===== config.mk =====
export PLATFORM = sky130hd
export DESIGN_NAME = sbl_back
export DESIGN_NICKNAME = d
export VERILOG_FILES = /design/src/rtl/sbl_pkg.sv /design/src/rtl/sbl_back.sv
export SDC_FILE = /design/constraint.sdc
export NUM_CORES = 1
export LEC_CHECK = 0
export BUFFER_PORTS_ARGS = -buffer_cell sky130_fd_sc_hd__buf_4
export CAP_MARGIN = 15
export CORE_UTILIZATION = 60
export DETAILED_ROUTE_END_ITERATION = 12
export PLACE_DENSITY_LB_ADDON = 0.15
export SLEW_MARGIN = 20
export SYNTH_ARGS = -nofsm -noshare
export SYNTH_HDL_FRONTEND = slang
export SYNTH_SLANG_ARGS = --single-unit

===== constraint.sdc =====
create_clock -name clk -period 6.77 [get_ports clk]
set_input_delay 0.3385 -clock clk [delete_from_list [all_inputs] [get_ports clk]]
set_output_delay 0.3385 -clock clk [all_outputs]
set_load 0.05 [all_outputs]

===== src/rtl/sbl_pkg.sv =====
`timescale 1ns / 1ps
// ----------------------------------------------------------------------------
// sbl_pkg
// types and constants shared by the sequence byte loss checker modules
// ----------------------------------------------------------------------------
package sbl_pkg;

    // counter width inside the block, results show the low 32 bits
    localparam int COUNT_BITS     = 32;
    localparam int OUT_BITS       = 32;
    localparam int SYNC_RUN_BITS  = 4;
    localparam int RUN_LEN_BITS   = 4;

    localparam logic [SYNC_RUN_BITS-1:0] SYNC_RUN_RESET = 4'd4;
    localparam logic [RUN_LEN_BITS-1:0]  RUN_LEN_MAX    = 4'd15;

    // command queue between front and back
    localparam int CQ_DEPTH  = 2;
    localparam int CQ_PTR_W  = $clog2(CQ_DEPTH);
    localparam int CQ_CNT_W  = $clog2(CQ_DEPTH + 1);

    typedef logic [COUNT_BITS-1:0] count_t;

    typedef enum logic
    {
        OP_BYTE  = 1'b0,
        OP_CLEAR = 1'b1
    } op_t;

    typedef enum logic [2:0]
    {
        CMD_CLEAR,
        CMD_HOLD,
        CMD_SYNC,
        CMD_MATCH,
        CMD_BREAK
    } cmd_kind_t;

    typedef struct packed
    {
        op_t        op;
        logic [7:0] rx_byte;
    } in_item_t;

    typedef struct packed
    {
        logic                synced;
        logic                in_order;
        logic [7:0]          gap;
        logic [OUT_BITS-1:0] bytes_count;
        logic [OUT_BITS-1:0] overrun_count;
        logic [OUT_BITS-1:0] lost_count;
        logic [OUT_BITS-1:0] max_burst_len;
    } out_item_t;

    // classified work handed from front to back
    typedef struct packed
    {
        cmd_kind_t  kind;
        logic       synced;
        logic [7:0] gap;
    } cmd_t;

    // low 32 bits of a counter, zero extended when the counter is narrower
    function automatic logic [OUT_BITS-1:0] to_out(input count_t c);
        logic [63:0] wide;
        wide = 64'(c);
        return wide[OUT_BITS-1:0];
    endfunction

endpackage


===== src/rtl/sbl_back.sv =====
`timescale 1ns / 1ps
// ----------------------------------------------------------------------------
// sbl_back
// applies commands to the loss counters and holds the result register
// ----------------------------------------------------------------------------
module sbl_back
(
    input  logic                clk,
    input  logic                rst_n,
    input  logic                cmd_valid,
    input  sbl_pkg::cmd_t       cmd,
    output logic                cmd_take,
    output logic                empty,
    input  logic                pop,
    output sbl_pkg::out_item_t  out_item
);
    import sbl_pkg::*;

    count_t    received_reg, received_next;
    count_t    breaks_reg, breaks_next;
    count_t    lost_reg, lost_next;
    count_t    longest_reg, longest_next;
    count_t    current_reg, current_next;
    count_t    current_inc;
    logic      out_valid_reg, out_valid_next;
    out_item_t out_item_reg, out_item_next;

    assign empty    = !out_valid_reg;
    assign out_item = out_item_reg;
    assign cmd_take = cmd_valid && (!out_valid_reg || pop);

    always_comb
    begin
        current_inc   = current_reg + 1'b1;
        received_next = received_reg;
        breaks_next   = breaks_reg;
        lost_next     = lost_reg;
        longest_next  = longest_reg;
        current_next  = current_reg;
        unique case (cmd.kind)
            CMD_CLEAR, CMD_SYNC:
            begin
                received_next = '0;
                breaks_next   = '0;
                lost_next     = '0;
                longest_next  = '0;
                current_next  = '0;
            end
            CMD_MATCH:
            begin
                received_next = received_reg + 1'b1;
                current_next  = current_inc;
                if (current_inc > longest_reg)
                begin
                    longest_next = current_inc;
                end
            end
            CMD_BREAK:
            begin
                received_next = received_reg + 1'b1;
                breaks_next   = breaks_reg + 1'b1;
                lost_next     = lost_reg + COUNT_BITS'(cmd.gap);
                current_next  = COUNT_BITS'(1);
            end
            default:
            begin
            end
        endcase
        out_item_next.synced        = cmd.synced;
        out_item_next.in_order      = (cmd.kind == CMD_MATCH);
        out_item_next.gap           = cmd.gap;
        out_item_next.bytes_count   = to_out(received_next);
        out_item_next.overrun_count = to_out(breaks_next);
        out_item_next.lost_count    = to_out(lost_next);
        out_item_next.max_burst_len = to_out(longest_next);
    end

    always_comb
    begin
        out_valid_next = out_valid_reg;
        if (cmd_take)
        begin
            out_valid_next = 1'b1;
        end
        else if (pop)
        begin
            out_valid_next = 1'b0;
        end
    end

    always_ff @(posedge clk)
    begin
        if (cmd_take)
        begin
            out_item_reg <= out_item_next;
        end
    end

    always_ff @(posedge clk or negedge rst_n)
    begin
        if (!rst_n)
        begin
            received_reg  <= '0;
            breaks_reg    <= '0;
            lost_reg      <= '0;
            longest_reg   <= '0;
            current_reg   <= '0;
            out_valid_reg <= 1'b0;
        end
        else
        begin
            out_valid_reg <= out_valid_next;
            if (cmd_take)
            begin
                received_reg <= received_next;
                breaks_reg   <= breaks_next;
                lost_reg     <= lost_next;
                longest_reg  <= longest_next;
                current_reg  <= current_next;
            end
        end
    end

endmodule


==> impl_results.html, run 1 <==
<table>
<tr><th>Metric</th><th>Value</th></tr>
<tr><th colspan="2">Route</th></tr>
<tr><td>Wire length per cell</td><td>between 15 and 20 um</td></tr>
<tr><td>Avg Vias per Cell</td><td>roughly 6</td></tr>
<tr><td>Remaining antenna violation count</td><td>0</td></tr>
<tr><td>First-pass detailed-route iteration total</td><td>5</td></tr>
<tr><td>Total wire length</td><td>approximately 38,000 um</td></tr>
<tr><td>DR iter-0 viols</td><td>approximately 1,100</td></tr>
<tr><td>Number of remaining DRC errors</td><td>0</td></tr>
<tr><td>Vias post-DR</td><td>about 13,000</td></tr>
<tr><th colspan="2">Finish</th></tr>
<tr><td>Nets</td><td>1,782</td></tr>
<tr><td>Core Util, Final</td><td>71.3%</td></tr>
<tr><td>Final antenna diode count</td><td>0</td></tr>
<tr><td>Number of flip-flops in the largest register</td><td>138</td></tr>
<tr><td>Fraction of layout instances using a drive strength above 1</td><td>14.2%</td></tr>
<tr><td>Synth-to-Final Area Change</td><td>15.8%</td></tr>
<tr><td>Final std cell area, no fill</td><td>between 15,000 and 20,000 um2</td></tr>
<tr><th colspan="2">Power and ir drop</th></tr>
<tr><td>Leakage power of the design</td><td>approximately 7.5 nW</td></tr>
<tr><td>Pwr Density</td><td>between 200 and 300 nW/um2</td></tr>
<tr><td>Largest vdd supply drop</td><td>roughly 190 uV</td></tr>
<tr><th colspan="2">Global route</th></tr>
<tr><td>Maximum number of pins on one net before global-route repair</td><td>about 110</td></tr>
<tr><td>Number of global-route vias before repair</td><td>12,000</td></tr>
<tr><td>Overflow left after global routing</td><td>0</td></tr>
<tr><td>Initial antenna violation count</td><td>0</td></tr>
<tr><td>Total global routing track utilization</td><td>between 20% and 30%</td></tr>
<tr><td>First-pass GRT wire length</td><td>~61,000 um</td></tr>
<tr><th colspan="2">STA</th></tr>
<tr><td>Final Hold Vio Count</td><td>0</td></tr>
<tr><td>Slew HR</td><td>between 20% and 30%</td></tr>
<tr><td>Minimum clock period</td><td>~5.1 ns</td></tr>
<tr><td>Setup-violating endpoint count in the final report</td><td>0</td></tr>
<tr><td>Largest clock skew in the final design</td><td>0.0129 ns</td></tr>
<tr><td>Peak clock frequency supported by timing</td><td>between 150 and 200 MHz</td></tr>
<tr><td>Worst-Margin Slew</td><td>between 1 and 1.5 ns</td></tr>
<tr><td>Final worst hold slack</td><td>between 0.1 and 0.15 ns</td></tr>
<tr><td>Setup TNS</td><td>0 ns</td></tr>
<tr><td>Unrepaired setup endpoints after global routing</td><td>no</td></tr>
<tr><td>Total count of max-transition violations in the final report</td><td>0</td></tr>
<tr><td>Ratio of final minimum period to clock period</td><td>75.2%</td></tr>
<tr><th colspan="2">Critical path</th></tr>
<tr><td>Arr. time, crit path</td><td>roughly 5.5 ns</td></tr>
<tr><td>R2R Setup Slk</td><td>between 1.5 and 2 ns</td></tr>
<tr><td>Required time of the worst setup path</td><td>a little over 7 ns</td></tr>
<tr><td>Type of element launching the critical path</td><td>flop</td></tr>
<tr><td>Family with the most delay on the worst path</td><td>simple AND/OR/NAND/NOR gates</td></tr>
<tr><td>Max stage delay cell, worst path</td><td>sky130_fd_sc_hd__nor4_4</td></tr>
<tr><td>Number of buffer and inverter instances along the worst setup path</td><td>2</td></tr>
<tr><td>Largest fanout on the critical path</td><td>17</td></tr>
<tr><td>Cell chain of the critical path</td><td>nand3_1, nor4_4, and2_1, and3_1, and3_1, xnor2_1, inv_1, ha_1, nand4_1, nor4_1, nor2b_1, o31ai_1, nand3b_1, nand3_1, buf_4, o2bb2ai_1</td></tr>
<tr><td>Biggest cell delay along the critical path</td><td>roughly 0.58 ns</td></tr>
<tr><td>Worst setup path category</td><td>flop to flop</td></tr>
<tr><td>Type of destination of the critical path</td><td>flop</td></tr>
<tr><th colspan="2">CTS</th></tr>
<tr><td>Hold-fix buffers at CTS</td><td>11</td></tr>
<tr><td>Sinks on Clock Net</td><td>approximately 300</td></tr>
<tr><td>Post-cts gate resize count</td><td>0</td></tr>
<tr><td>Clock root buffer</td><td>sky130_fd_sc_hd__clkbuf_16</td></tr>
<tr><td>Clock tree from TritonCTS</td><td>done</td></tr>
<tr><td>Later-pin clock latency in the skew report</td><td>approximately 0.55 ns</td></tr>
<tr><td>Clk slew on worst S/H paths</td><td>about 0.06 ns</td></tr>
<tr><td>Total CTS buffers</td><td>31</td></tr>
<tr><td>Clock tree buffer depth</td><td>3</td></tr>
<tr><td>H-Tree Level Count</td><td>1</td></tr>
<tr><td>Number of buffers inserted to repair setup after CTS</td><td>0</td></tr>
<tr><th colspan="2">Synthesis</th></tr>
<tr><td>Share of cell area taken by muxes after synthesis</td><td>between 2 and 2.5%</td></tr>
<tr><td>Net Count, Synth</td><td>~1,700</td></tr>
<tr><td>Leading cell types by count after synthesis</td><td>268 x sky130_fd_sc_hd__nand2_1, 181 x sky130_fd_sc_hd__o21ai_0, 161 x sky130_fd_sc_hd__dfrtp_1</td></tr>
<tr><td>Portion of synthesized cell area occupied by the leading cell type</td><td>between 20% and 30%</td></tr>
<tr><td>Xor and xnor area share after synthesis</td><td>under 10%</td></tr>
<tr><td>Area share of and/or/nand/nor cells after synthesis</td><td>between 10% and 20%</td></tr>
<tr><td>Arithmetic-cell share of the synthesized area counting full adders, half adders and majority gates</td><td>around 3.6%</td></tr>
<tr><td>Post-synthesis instance total</td><td>roughly 1,600</td></tr>
<tr><td>Sequential element share of the synthesized area</td><td>around 52%</td></tr>
<tr><td>Number of synthesized register bits</td><td>about 300</td></tr>
<tr><td>Cells taking the most area after synthesis</td><td>sky130_fd_sc_hd__edfxtp_1 27%, sky130_fd_sc_hd__dfrtp_1 26%, sky130_fd_sc_hd__nand2_1 6.5%</td></tr>
<tr><td>Yosys warns</td><td>0</td></tr>
<tr><td>Number of enable-type register cells in the synthesized netlist</td><td>138</td></tr>
<tr><td>Cell accounting for the most synthesized area</td><td>sky130_fd_sc_hd__edfxtp_1</td></tr>
<tr><td>Cell area after synthesis</td><td>15,600 um2</td></tr>
<tr><td>Post-synth ARST share</td><td>a little over half</td></tr>
<tr><td>Top_reg_cell synth</td><td>sky130_fd_sc_hd__dfrtp_1</td></tr>
<tr><td>Post-Syn Area per Cell</td><td>9.72 um2</td></tr>
<tr><td>Combinational family with the most area after synthesis</td><td>compound AO/OA/AOI/OAI gates</td></tr>
<tr><td>Synthesized-area fraction occupied by ao, oa, aoi and oai cells</td><td>18.2%</td></tr>
<tr><td>Cell variety after synth</td><td>65</td></tr>
<tr><td>Dominant cell by count in the synthesized netlist</td><td>sky130_fd_sc_hd__nand2_1</td></tr>
<tr><th colspan="2">Placement</th></tr>
<tr><td>Global placement routability congestion</td><td>between 0.8 and 0.9</td></tr>
<tr><td>Total of buffers placed on input and output ports</td><td>~160</td></tr>
<tr><td>Detailed-placement wirelength estimate</td><td>23,900 um</td></tr>
<tr><td>Post-DP Area</td><td>16,900 um2</td></tr>
<tr><th colspan="2">Floorplanning</th></tr>
<tr><td>Starting density of the core</td><td>just over 60%</td></tr>
<tr><td>Floorplan die area</td><td>between 20,000 and 30,000 um2</td></tr>
<tr><td>Die W</td><td>163 um</td></tr>
<tr><td>Die Ht</td><td>between 150 and 200 um</td></tr>
<tr><td># rows</td><td>58</td></tr>
<tr><td>Standard cell core area</td><td>approximately 25,000 um2</td></tr>
<tr><td>Io pins</td><td>156</td></tr>
<tr><th colspan="2">Job</th></tr>
<tr><td>Number of max-cap violations</td><td>0</td></tr>
<tr><th colspan="2">Hold path</th></tr>
<tr><td>HP Class</td><td>input port to flop</td></tr>
<tr><th colspan="2">Status</th></tr>
<tr><td>Run status</td><td>finished, final reports clean</td></tr>
</table>
## routing by layer
| layer | track usage, % | routed length (um) | vias to the layer above |
|---|---|---|---|
| met3 | 2.51 | 2350 | 88 |
| met2 | 46.2 | 17800 | 494 |
| li1 | - | - | 6060 |
| met1 | 40.6 | 16300 | 6074 |
| met5 | 0 | 0 | - |
| met4 | 11.0 | 1230 | 0 |
## cell type report
cell class,instances,area (um2)
Clock buffer,49,893
Inverter,83,317
Fill cell,1880,7280
Multi-Input combinational cell,1126,6740
Sequential cell,299,8170
Clock inverter,8,119
Tap cell,330,413
Timing Repair Buffer,181,1390
## cell usage in the layout, fill, tap and decap left out, types with 43 or more instances in the layout
master	count
sky130_fd_sc_hd__inv_1	82
sky130_fd_sc_hd__a21oi_1	72
sky130_fd_sc_hd__dfrtp_1	161
sky130_fd_sc_hd__nand3_1	57
sky130_fd_sc_hd__o21ai_0	181
sky130_fd_sc_hd__edfxtp_1	138
sky130_fd_sc_hd__buf_4	168
sky130_fd_sc_hd__o2bb2ai_1	64
sky130_fd_sc_hd__nor2_1	71
sky130_fd_sc_hd__nand2_1	266
sky130_fd_sc_hd__ha_1	43
## cells by family after synthesis
group,count (synthesis)
multiplexers,31
flip-flops,299
AO/OA/AOI/OAI,453
adder cells (fa/ha/maj),44
buffers and inverters,178
AND/OR/NAND/NOR,555
XOR/XNOR,43
## stage by stage
stage               setup slack, ns  total power, W  instances
finish                         1.68         0.00459       2076
global route                   1.27         0.00476       2076
CTS                            1.72         0.00461       2076
detailed placement             1.75         0.00291       2008
global placement               2.01         0.00289       2008
floorplan                     0.651         0.00269       1603
## power by group
part / switching [W] / total [W] / internal (W)
combinational: 0.000516 / 0.000750 / 0.000234
clock: 0.000687 / 0.00170 / 0.00101
sequential: 0.000112 / 0.00214 / 0.00203
total: 0.00131 / 0.00459 / 0.00328
## worst register-to-register path: cells and delay by family, from the launching register on
kind | cells | cell delay [ns]
XOR/XNOR | 1 | 0.20
AND/OR/NAND/NOR | 10 | 3.14
buffers and inverters | 2 | 0.55
flip-flops | 1 | 0.45
adder cells (fa/ha/maj) | 1 | 0.30
AO/OA/AOI/OAI | 2 | 0.31
## worst paths after layout
check / from / endpoint / depth (start not counted)
hold reg to reg: received_reg[31] / received_reg[31] / 1
max in group asynchronous: rst_n / lost_reg[16] / 3
hold / removal: pop / out_valid_reg / 3
setup reg to reg: current_reg[0] / out_item[23] / 16
min in group asynchronous: rst_n / breaks_reg[2] / 2
setup / recovery: current_reg[0] / out_item[23] / 16
Power figures use the tool's default switching activity.
==> run 2: changes to the inputs <==
--- a/config.mk
+++ b/config.mk
@@ -5,6 +5,7 @@
 export SDC_FILE = /design/constraint.sdc
 export NUM_CORES = 1
 export LEC_CHECK = 0
+export ABC_AREA = 1
 export BUFFER_PORTS_ARGS = -buffer_cell sky130_fd_sc_hd__buf_4
 export CAP_MARGIN = 15
 export CORE_UTILIZATION = 60
==> constraint.sdc (replaced) <==
create_clock -name clk -period 4.9 [get_ports clk]
set_input_delay 0.245 -clock clk [delete_from_list [all_inputs] [get_ports clk]]
set_output_delay 0.245 -clock clk [all_outputs]
set_load 0.05 [all_outputs]
==> run 2 against run 1 <==
Synthesized area rose by 4.9%. Sequential cell count unchanged. Die area increased by 4.8%. Global-route usage is 2.1 points higher. Utilization fell by 0.36 points. Design area increased by 5.3%. Sequential power increased by 48%. Clock skew shrank 0.0023 ns. Synthesized cell count grew 25%. Final cell count increased by 21%. First-iteration DRC count shrank 1.1%. Critical path type unchanged. Critical endpoint is now out_item[1]. Highest routed layer unchanged.
==> impl_results.html, run 2 <==
<table>
<tr><th>Metric</th><th>Value</th></tr>
<tr><th colspan="2">Synthesis</th></tr>
<tr><td>Number of enable-type register cells in the synthesized netlist</td><td>~140</td></tr>
<tr><td>Post-Syn Area per Cell</td><td>8.14 um2</td></tr>
<tr><td>Cells taking the most area after synthesis</td><td>sky130_fd_sc_hd__edfxtp_1 25%, sky130_fd_sc_hd__dfrtp_1 25%, sky130_fd_sc_hd__nand2_1 14%</td></tr>
<tr><td>Combinational family with the most area after synthesis</td><td>simple AND/OR/NAND/NOR gates</td></tr>
<tr><td>Xor and xnor area share after synthesis</td><td>1.22%</td></tr>
<tr><td>Portion of synthesized cell area occupied by the leading cell type</td><td>around 25%</td></tr>
<tr><td>Cell accounting for the most synthesized area</td><td>sky130_fd_sc_hd__edfxtp_1</td></tr>
<tr><td>Yosys warns</td><td>0</td></tr>
<tr><td>Top_reg_cell synth</td><td>sky130_fd_sc_hd__dfrtp_1</td></tr>
<tr><td>Number of synthesized register bits</td><td>299</td></tr>
<tr><td>Cell area after synthesis</td><td>~16,000 um2</td></tr>
<tr><td>Leading cell types by count after synthesis</td><td>614 x sky130_fd_sc_hd__nand2_1, 238 x sky130_fd_sc_hd__inv_1, 176 x sky130_fd_sc_hd__nand3_1</td></tr>
<tr><td>Arithmetic-cell share of the synthesized area counting full adders, half adders and majority gates</td><td>under 10%</td></tr>
<tr><td>Share of cell area taken by muxes after synthesis</td><td>0%</td></tr>
<tr><td>Synthesized-area fraction occupied by ao, oa, aoi and oai cells</td><td>9.81%</td></tr>
<tr><td>Net Count, Synth</td><td>just over 2,000</td></tr>
<tr><td>Sequential element share of the synthesized area</td><td>between 50% and 60%</td></tr>
<tr><td>Dominant cell by count in the synthesized netlist</td><td>sky130_fd_sc_hd__nand2_1</td></tr>
<tr><td>Post-synth ARST share</td><td>53.8%</td></tr>
<tr><td>Cell variety after synth</td><td>a little over 50</td></tr>
<tr><td>Area share of and/or/nand/nor cells after synthesis</td><td>28.1%</td></tr>
<tr><td>Post-synthesis instance total</td><td>2,007</td></tr>
<tr><th colspan="2">CTS</th></tr>
<tr><td>Clk slew on worst S/H paths</td><td>about 0.06 ns</td></tr>
<tr><td>Clock root buffer</td><td>sky130_fd_sc_hd__clkbuf_16</td></tr>
<tr><td>Later-pin clock latency in the skew report</td><td>around 0.57 ns</td></tr>
<tr><td>Number of buffers inserted to repair setup after CTS</td><td>0</td></tr>
<tr><td>Sinks on Clock Net</td><td>around 300</td></tr>
<tr><td>Hold-fix buffers at CTS</td><td>11</td></tr>
<tr><td>Clock tree from TritonCTS</td><td>done</td></tr>
<tr><td>Post-cts gate resize count</td><td>0</td></tr>
<tr><td>Clock tree buffer depth</td><td>3</td></tr>
<tr><td>H-Tree Level Count</td><td>1</td></tr>
<tr><td>Total CTS buffers</td><td>31</td></tr>
<tr><th colspan="2">Critical path</th></tr>
<tr><td>Worst setup path category</td><td>flop to flop</td></tr>
<tr><td>Critical register-to-register path endpoint</td><td>out_item[1]</td></tr>
<tr><td>R2R Setup Slk</td><td>1.0 ns</td></tr>
<tr><td>Type of destination of the critical path</td><td>flop</td></tr>
<tr><td>Reg-to-Reg Start</td><td>current_reg[0]</td></tr>
<tr><td>Required time of the worst setup path</td><td>around 5.2 ns</td></tr>
<tr><td>Arr. time, crit path</td><td>4.23 ns</td></tr>
<tr><td>Largest fanout on the critical path</td><td>19</td></tr>
<tr><td>Type of element launching the critical path</td><td>flop</td></tr>
<tr><td>Number of cell instances on the worst register-to-register path</td><td>20</td></tr>
<tr><th colspan="2">Hold path</th></tr>
<tr><td>Min-Delay Path Depth</td><td>3</td></tr>
<tr><td>HP Class</td><td>input port to flop</td></tr>
<tr><td>Min-Delay Endpoint</td><td>out_valid_reg</td></tr>
<tr><td>Startpoint of the most critical hold path</td><td>cmd_valid</td></tr>
<tr><th colspan="2">Placement</th></tr>
<tr><td>Detailed-placement wirelength estimate</td><td>~29,000 um</td></tr>
<tr><td>Post-DP Area</td><td>roughly 18,000 um2</td></tr>
<tr><td>Global placement routability congestion</td><td>approximately 0.94</td></tr>
<tr><td>Total of buffers placed on input and output ports</td><td>between 150 and 200</td></tr>
<tr><th colspan="2">Route</th></tr>
<tr><td>Number of remaining DRC errors</td><td>0</td></tr>
<tr><td>Total wire length</td><td>roughly 43,000 um</td></tr>
<tr><td>Wire length per cell</td><td>around 17 um</td></tr>
<tr><td>Avg Vias per Cell</td><td>~5.7</td></tr>
<tr><td>First-pass detailed-route iteration total</td><td>6</td></tr>
<tr><td>Vias post-DR</td><td>14,400</td></tr>
<tr><td>DR iter-0 viols</td><td>~1,100</td></tr>
<tr><td>Remaining antenna violation count</td><td>0</td></tr>
<tr><th colspan="2">Finish</th></tr>
<tr><td>Final std cell area, no fill</td><td>19,000 um2</td></tr>
<tr><td>Final antenna diode count</td><td>0</td></tr>
<tr><td>Fillers</td><td>roughly 2,100</td></tr>
<tr><td>Fraction of layout instances using a drive strength above 1</td><td>about 13%</td></tr>
<tr><td>Most frequent cells in the layout</td><td>612 x sky130_fd_sc_hd__nand2_1, 238 x sky130_fd_sc_hd__inv_1, 176 x sky130_fd_sc_hd__nand3_1, 166 x sky130_fd_sc_hd__buf_4, 161 x sky130_fd_sc_hd__dfrtp_1</td></tr>
<tr><td>Synth-to-Final Area Change</td><td>16.3%</td></tr>
<tr><td>Register cell area after layout</td><td>roughly 8000 um2</td></tr>
<tr><td>Number of flip-flops in the largest register</td><td>~140</td></tr>
<tr><td>Total area of multi-input combinational cells</td><td>about 7000 um2</td></tr>
<tr><td>Most frequent standard cell in the layout excluding fill and tap cells</td><td>sky130_fd_sc_hd__nand2_1</td></tr>
<tr><td>Core Util, Final</td><td>a little under three quarters</td></tr>
<tr><td>Nets</td><td>around 2,200</td></tr>
<tr><th colspan="2">Power and ir drop</th></tr>
<tr><td>Largest vdd supply drop</td><td>around 560 uV</td></tr>
<tr><td>Pwr Density</td><td>between 400 and 500 nW/um2</td></tr>
<tr><td>Leakage power of the design</td><td>approximately 8.6 nW</td></tr>
<tr><th colspan="2">Global route</th></tr>
<tr><td>Initial antenna violation count</td><td>0</td></tr>
<tr><td>Maximum number of pins on one net before global-route repair</td><td>205</td></tr>
<tr><td>Total global routing track utilization</td><td>between 30% and 40%</td></tr>
<tr><td>Overflow left after global routing</td><td>0</td></tr>
<tr><td>First-pass GRT wire length</td><td>slightly below 70,000 um</td></tr>
<tr><td>Number of global-route vias before repair</td><td>between 10,000 and 15,000</td></tr>
<tr><th colspan="2">STA</th></tr>
<tr><td>Setup TNS</td><td>0 ns</td></tr>
<tr><td>Setup-violating endpoint count in the final report</td><td>0</td></tr>
<tr><td>Final worst hold slack</td><td>between 0.15 and 0.2 ns</td></tr>
<tr><td>Slew HR</td><td>around two fifths</td></tr>
<tr><td>Ratio of final minimum period to clock period</td><td>around four fifths</td></tr>
<tr><td>Peak clock frequency supported by timing</td><td>approximately 260 MHz</td></tr>
<tr><td>Unrepaired setup endpoints after global routing</td><td>no</td></tr>
<tr><td>Total count of max-transition violations in the final report</td><td>0</td></tr>
<tr><td>Minimum clock period</td><td>between 3 and 4 ns</td></tr>
<tr><td>Largest clock skew in the final design</td><td>~0.011 ns</td></tr>
<tr><td>Worst-Margin Slew</td><td>0.886 ns</td></tr>
<tr><td>Final Hold Vio Count</td><td>0</td></tr>
<tr><th colspan="2">Job</th></tr>
<tr><td>Number of max-cap violations</td><td>0</td></tr>
<tr><th colspan="2">Floorplanning</th></tr>
<tr><td># rows</td><td>60</td></tr>
<tr><td>Floorplan die area</td><td>between 20,000 and 30,000 um2</td></tr>
<tr><td>Standard cell core area</td><td>26,800 um2</td></tr>
<tr><td>Die Ht</td><td>167 um</td></tr>
<tr><td>Io pins</td><td>156</td></tr>
<tr><td>Starting density of the core</td><td>between 60% and 70%</td></tr>
<tr><td>Die W</td><td>167 um</td></tr>
<tr><th colspan="2">Status</th></tr>
<tr><td>Run status</td><td>finished, final reports clean</td></tr>
</table>
==> run 2: cell types whose count changed after synthesis, moves of 34 or more <==
cell,previous run,this run
sky130_fd_sc_hd__nand2_1,268,614
sky130_fd_sc_hd__inv_1,83,238
sky130_fd_sc_hd__nand3_1,57,176
sky130_fd_sc_hd__o2bb2ai_1,64,0
sky130_fd_sc_hd__o22ai_1,8,60
sky130_fd_sc_hd__clkbuf_1,74,34
sky130_fd_sc_hd__a21oi_1,73,34
sky130_fd_sc_hd__o21ai_0,181,144
sky130_fd_sc_hd__o31ai_1,41,5
sky130_fd_sc_hd__nor2_1,74,108
==> run 2: cells by family (layout without fill, tap and decap cells) <==
logic type	after synthesis	in the layout
xor gates and xnor gates	21	21
and+or+nand+nor	1044	1044
AOI/OAI and AO/OA	285	285
buffers and inverters	314	487
DFF	299	299
adders and majority gates	44	44
==> run 2: critical path: stages, from the launching register on <==
cell and delay, ns:
sky130_fd_sc_hd__dfrtp_1 0.47, sky130_fd_sc_hd__ha_1 0.29, sky130_fd_sc_hd__nand2_1 0.09, sky130_fd_sc_hd__inv_2 0.14, sky130_fd_sc_hd__nand2_2 0.08, sky130_fd_sc_hd__nor2_2 0.14, sky130_fd_sc_hd__nand3_1 0.15, sky130_fd_sc_hd__xor2_1 0.29
sky130_fd_sc_hd__inv_1 0.08, sky130_fd_sc_hd__ha_1 0.28, sky130_fd_sc_hd__nand2_1 0.07, sky130_fd_sc_hd__nor3_1 0.29, sky130_fd_sc_hd__nand2_1 0.09, sky130_fd_sc_hd__nand2_1 0.07, sky130_fd_sc_hd__nand2_1 0.05, sky130_fd_sc_hd__nand2_1 0.07
sky130_fd_sc_hd__nand2_1 0.35, sky130_fd_sc_hd__buf_12 0.31, sky130_fd_sc_hd__nand2_1 0.09, sky130_fd_sc_hd__nand3_1 0.09, sky130_fd_sc_hd__and2_1 0.14
==> run 2: metrics by stage <==
step                instances  worst slack [ns]  power, W
floorplan                2007              1.88   0.00515
global placement         2452              1.22   0.00585
detailed placement       2452              1.07   0.00592
CTS                      2521              1.00   0.00842
global route             2521             0.622   0.00885
finish                   2521             0.997   0.00838
==> run 2: worst max-delay path by stage <==
stage	start	endpoint	slack (ns)	depth (start not counted)
floorplan	current_reg[0]	out_item[1]	1.88	20
global placement	current_reg[0]	out_item[1]	1.22	20
detailed placement	current_reg[0]	out_item[1]	1.07	20
CTS	current_reg[0]	out_item[1]	1.00	20
global route	current_reg[0]	out_item[1]	0.62	20
finish	current_reg[0]	out_item[1]	1.0	20
==> run 2: final cells by class <==
class,count,area share [%]
clock buffers,43,4.53
clock inverters,15,1.09
inverters,248,4.94
multi-input cells,1394,36.7
flip-flops and latches,299,43.0
well taps,341,2.25
repair buffers,181,7.51
==> run 2: per-layer routing <==
layer  vias to the layer above  global-route usage (%)  part of all wire [%]
met5                         -                       0                     0
met4                         0                    7.69                   1.9
met3                        60                    4.28                   6.7
met2                       492                    52.0                    48
met1                      6832                    42.0                    43
li1                       6985                       -                     -
==> run 2: where the power goes <==
part           leakage, nW  switching (W)  internal, W
registers             3.58       0.000193      0.00298
clock network        0.529       0.000986      0.00149
logic                 4.51        0.00193     0.000809
total                 8.62        0.00311      0.00528
==> run 3: changes to the inputs <==
--- a/config.mk
+++ b/config.mk
@@ -5,10 +5,10 @@
 export SDC_FILE = /design/constraint.sdc
 export NUM_CORES = 1
 export LEC_CHECK = 0
-export ABC_AREA = 1
+export ABC_AREA = 0
 export BUFFER_PORTS_ARGS = -buffer_cell sky130_fd_sc_hd__buf_4
 export CAP_MARGIN = 15
-export CORE_UTILIZATION = 60
+export CORE_UTILIZATION = 54
 export DETAILED_ROUTE_END_ITERATION = 12
 export PLACE_DENSITY_LB_ADDON = 0.15
 export SLEW_MARGIN = 20
==> constraint.sdc (replaced) <==
create_clock -name clk -period 3.2 [get_ports clk]
set_input_delay 0.16 -clock clk [delete_from_list [all_inputs] [get_ports clk]]
set_output_delay 0.16 -clock clk [all_outputs]
set_load 0.05 [all_outputs]
==> run 3 against run 2 <==
The run now ends with negative setup slack left. Final cell count fell by 9.8%. Global-route usage fell by 3.1 points. Setup slack got worse by 1.7 ns. Clock power is 53% higher. Non-clock buffer count grew 147. Combinational power down 31%. Clock-buffer cell count grew 9. Sequential cell count unchanged. First-iteration DRC count down 1.8%. Via count fell by 6.6%. Worst hold slack improved by 0.012 ns.
==> impl_results.html, run 3 (same netlist as run 1, synthesis figures left out) <==
<table>
<tr><th>Metric</th><th>Value</th></tr>
<tr><th colspan="2">Status</th></tr>
<tr><td>Run status</td><td>complete, but fails checks</td></tr>
<tr><td>Failing checks</td><td>negative setup slack</td></tr>
<tr><th colspan="2">Placement</th></tr>
<tr><td>Global placement routability congestion</td><td>0.875</td></tr>
<tr><td>Total of buffers placed on input and output ports</td><td>155</td></tr>
<tr><td>Cells after DPL</td><td>around 2,200</td></tr>
<tr><td>Detailed-placement wirelength estimate</td><td>25,700 um</td></tr>
<tr><th colspan="2">Route</th></tr>
<tr><td>First-pass detailed-route iteration total</td><td>5</td></tr>
<tr><td>Number of remaining DRC errors</td><td>0</td></tr>
<tr><td>Total wire length</td><td>roughly 41,000 um</td></tr>
<tr><td>Avg Vias per Cell</td><td>between 5 and 6</td></tr>
<tr><td>DR iter-0 viols</td><td>1,081</td></tr>
<tr><td>Remaining antenna violation count</td><td>0</td></tr>
<tr><td>Vias post-DR</td><td>about 13,000</td></tr>
<tr><td>Wire length per cell</td><td>18.1 um</td></tr>
<tr><th colspan="2">STA</th></tr>
<tr><td>Minimum clock period</td><td>3.90 ns</td></tr>
<tr><td>Setup TNS</td><td>-39.34 ns</td></tr>
<tr><td>Largest clock skew in the final design</td><td>~0.018 ns</td></tr>
<tr><td>Peak clock frequency supported by timing</td><td>approximately 260 MHz</td></tr>
<tr><td>Total count of max-transition violations in the final report</td><td>0</td></tr>
<tr><td>Slew HR</td><td>roughly a third</td></tr>
<tr><td>Final Hold Vio Count</td><td>0</td></tr>
<tr><td>Slack of the critical path</td><td>-0.696 ns</td></tr>
<tr><td>Unrepaired setup endpoints after global routing</td><td>yes</td></tr>
<tr><td>Setup-violating endpoint count in the final report</td><td>64</td></tr>
<tr><td>Worst-Margin Slew</td><td>just under 1 ns</td></tr>
<tr><td>Ratio of final minimum period to clock period</td><td>122%</td></tr>
<tr><th colspan="2">Global route</th></tr>
<tr><td>Maximum number of pins on one net before global-route repair</td><td>74</td></tr>
<tr><td>Overflow left after global routing</td><td>0</td></tr>
<tr><td>Global routing usage on met2</td><td>between 40% and 50%</td></tr>
<tr><td>Initial antenna violation count</td><td>0</td></tr>
<tr><td>Number of global-route vias before repair</td><td>~12,000</td></tr>
<tr><td>Total global routing track utilization</td><td>between 20 and 30%</td></tr>
<tr><td>Most crowded layer after global routing</td><td>met2</td></tr>
<tr><td>GR Layer Usage met1</td><td>between 30% and 40%</td></tr>
<tr><td>Met3 usage</td><td>around 3.7%</td></tr>
<tr><td>First-pass GRT wire length</td><td>~65,000 um</td></tr>
<tr><th colspan="2">Floorplanning</th></tr>
<tr><td>Standard cell core area</td><td>around 28,000 um2</td></tr>
<tr><td># rows</td><td>61</td></tr>
<tr><td>Starting density of the core</td><td>55.5%</td></tr>
<tr><td>Die W</td><td>approximately 170 um</td></tr>
<tr><td>Floorplan die area</td><td>approximately 30,000 um2</td></tr>
<tr><td>Io pins</td><td>roughly 160</td></tr>
<tr><td>Die Ht</td><td>between 150 and 200 um</td></tr>
<tr><th colspan="2">CTS</th></tr>
<tr><td>Clock root buffer</td><td>sky130_fd_sc_hd__clkbuf_16</td></tr>
<tr><td>Total CTS buffers</td><td>34</td></tr>
<tr><td>Later-pin clock latency in the skew report</td><td>about 0.51 ns</td></tr>
<tr><td>Clock tree buffer depth</td><td>3</td></tr>
<tr><td>Clk slew on worst S/H paths</td><td>roughly 0.06 ns</td></tr>
<tr><td>Sinks on Clock Net</td><td>between 200 and 300</td></tr>
<tr><td>H-Tree Level Count</td><td>2</td></tr>
<tr><td>Clock tree from TritonCTS</td><td>done</td></tr>
<tr><th colspan="2">Power and ir drop</th></tr>
<tr><td>Sequential power share</td><td>roughly 44%</td></tr>
<tr><td>Net switching power figure</td><td>~0.0029 W</td></tr>
<tr><td>Clock group share of total power</td><td>37.1%</td></tr>
<tr><td>Leakage power of the design</td><td>8.35 nW</td></tr>
<tr><td>Sw frac</td><td>between 20% and 30%</td></tr>
<tr><td>Largest vdd supply drop</td><td>approximately 350 uV</td></tr>
<tr><td>Pwr Density</td><td>a little over 500 nW/um2</td></tr>
<tr><td>Internal portion of total power</td><td>0.00726 W</td></tr>
<tr><td>Logic gate share of total power</td><td>18.6%</td></tr>
<tr><th colspan="2">Finish</th></tr>
<tr><td>Nets</td><td>around 1,900</td></tr>
<tr><td>Core Util, Final</td><td>a little under three quarters</td></tr>
<tr><td>Number of flip-flops in the largest register</td><td>between 100 and 150</td></tr>
<tr><td>Final antenna diode count</td><td>0</td></tr>
<tr><td>Fraction of layout instances using a drive strength above 1</td><td>roughly 24%</td></tr>
<tr><td>Synth-to-Final Area Change</td><td>27.8%</td></tr>
<tr><td>Post-route insts no fill</td><td>2,275</td></tr>
<tr><td>Most frequent standard cell in the layout excluding fill and tap cells</td><td>sky130_fd_sc_hd__buf_4</td></tr>
<tr><td>Most frequent cells in the layout</td><td>299 x sky130_fd_sc_hd__buf_4, 265 x sky130_fd_sc_hd__nand2_1, 179 x sky130_fd_sc_hd__o21ai_0, 161 x sky130_fd_sc_hd__dfrtp_1, 138 x sky130_fd_sc_hd__edfxtp_1</td></tr>
<tr><th colspan="2">Critical path</th></tr>
<tr><td>Required time of the worst setup path</td><td>approximately 3.6 ns</td></tr>
<tr><td>Worst setup path category</td><td>flop to flop</td></tr>
<tr><td>Largest fanout on the critical path</td><td>5</td></tr>
<tr><td>Arr. time, crit path</td><td>about 4.3 ns</td></tr>
<tr><td>Type of element launching the critical path</td><td>flop</td></tr>
<tr><td>Type of destination of the critical path</td><td>flop</td></tr>
<tr><th colspan="2">Hold path</th></tr>
<tr><td>HP Class</td><td>input port to flop</td></tr>
<tr><th colspan="2">Job</th></tr>
<tr><td>Number of max-cap violations</td><td>0</td></tr>
</table>
run 3: changes by cell type in the layout (fill, tap and decap cells not counted), moves of 29 or more:
cell | before | now
sky130_fd_sc_hd__a21oi_1 | 34 | 70
sky130_fd_sc_hd__nand3_1 | 176 | 51
sky130_fd_sc_hd__o22ai_1 | 60 | 8
sky130_fd_sc_hd__o2bb2ai_1 | 0 | 44
sky130_fd_sc_hd__a31oi_1 | 4 | 33
sky130_fd_sc_hd__buf_4 | 166 | 299
sky130_fd_sc_hd__nor2_1 | 106 | 66
sky130_fd_sc_hd__o31ai_1 | 5 | 40
sky130_fd_sc_hd__o21ai_0 | 144 | 179
sky130_fd_sc_hd__nand2_1 | 612 | 265
sky130_fd_sc_hd__inv_1 | 238 | 78
run 3: worst paths after layout:
check	from	end	slack, ns	depth (start not counted)
max in group asynchronous	rst_n	longest_reg[10]	2.08	3
setup reg to reg	current_reg[0]	out_item[12]	-0.70	20
min in group asynchronous	rst_n	lost_reg[6]	0.21	2
hold / removal	cmd[9]	current_reg[0]	0.16	4
hold reg to reg	lost_reg[3]	lost_reg[3]	0.51	2
setup / recovery	current_reg[0]	out_item[12]	-0.70	20
run 3: layer usage:
| layer | routed length, um | vias up |
|---|---|---|
| li1 | - | 6355 |
| met1 | 18000 | 6487 |
| met2 | 19400 | 479 |
| met3 | 2480 | 95 |
| met4 | 1270 | 0 |
| met5 | 0 | - |
run 3: power groups by stage:
stage                     clock, W  combinational [W]  sequential (W)
after floorplan                  0           0.000842         0.00488
final                      0.00378            0.00189         0.00452
after detailed placement         0            0.00170         0.00459
after global placement           0            0.00167         0.00458
after CTS                  0.00385            0.00183         0.00452
after global routing       0.00398            0.00204         0.00456
run 3: cell type report:
type / instances / area, um2
fillers: 2036 / 8170
clock inverters: 9 / 95.1
flip-flops and latches: 299 / 8170
repair buffers: 328 / 2680
clock buffers: 52 / 980
well taps: 378 / 473
multi-input cells: 1126 / 7200
inverters: 83 / 317
run 3: metrics by stage:
step                      hold WS [ns]  worst slack (ns)  total power [W]  instance area [um2]
after floorplan                 -0.136            -0.359          0.00572                15800
after global placement           0.181            -0.509          0.00625                18100
after detailed placement         0.179            -0.700          0.00629                18100
after CTS                        0.143            -0.596           0.0102                19600
after global routing             0.176            -0.843           0.0106                19900
final                            0.162            -0.696           0.0102                19900
run 3: critical path: stages (launching register included):
cell                        delay, ns
sky130_fd_sc_hd__dfrtp_1         0.39
sky130_fd_sc_hd__buf_6           0.12
sky130_fd_sc_hd__nand3_4         0.09
sky130_fd_sc_hd__nor4_4          0.28
sky130_fd_sc_hd__buf_4           0.19
sky130_fd_sc_hd__and2_4          0.15
sky130_fd_sc_hd__and3_4          0.18
sky130_fd_sc_hd__and3_4          0.19
sky130_fd_sc_hd__xnor2_2         0.12
sky130_fd_sc_hd__inv_2           0.07
sky130_fd_sc_hd__ha_4            0.25
sky130_fd_sc_hd__a21oi_2         0.16
sky130_fd_sc_hd__o21ai_2         0.10
sky130_fd_sc_hd__a221oi_2        0.28
sky130_fd_sc_hd__nand3_1         0.16
sky130_fd_sc_hd__nand3b_1        0.21
sky130_fd_sc_hd__buf_4           0.17
sky130_fd_sc_hd__a31oi_4         0.22
sky130_fd_sc_hd__buf_6           0.16
sky130_fd_sc_hd__clkbuf_16       0.15
sky130_fd_sc_hd__o2bb2ai_1       0.11
run 3: what timing repair did:
action | CTS | global route
hold buffers | 12 | 0
pin swaps | 15 | 23
endpoints found under the setup margin | 64 | 64
buffers inserted | 19 | 11
endpoints found under the hold margin | 67 | 0
gates resized for setup | 22 | 41
cloned | 3 | 2
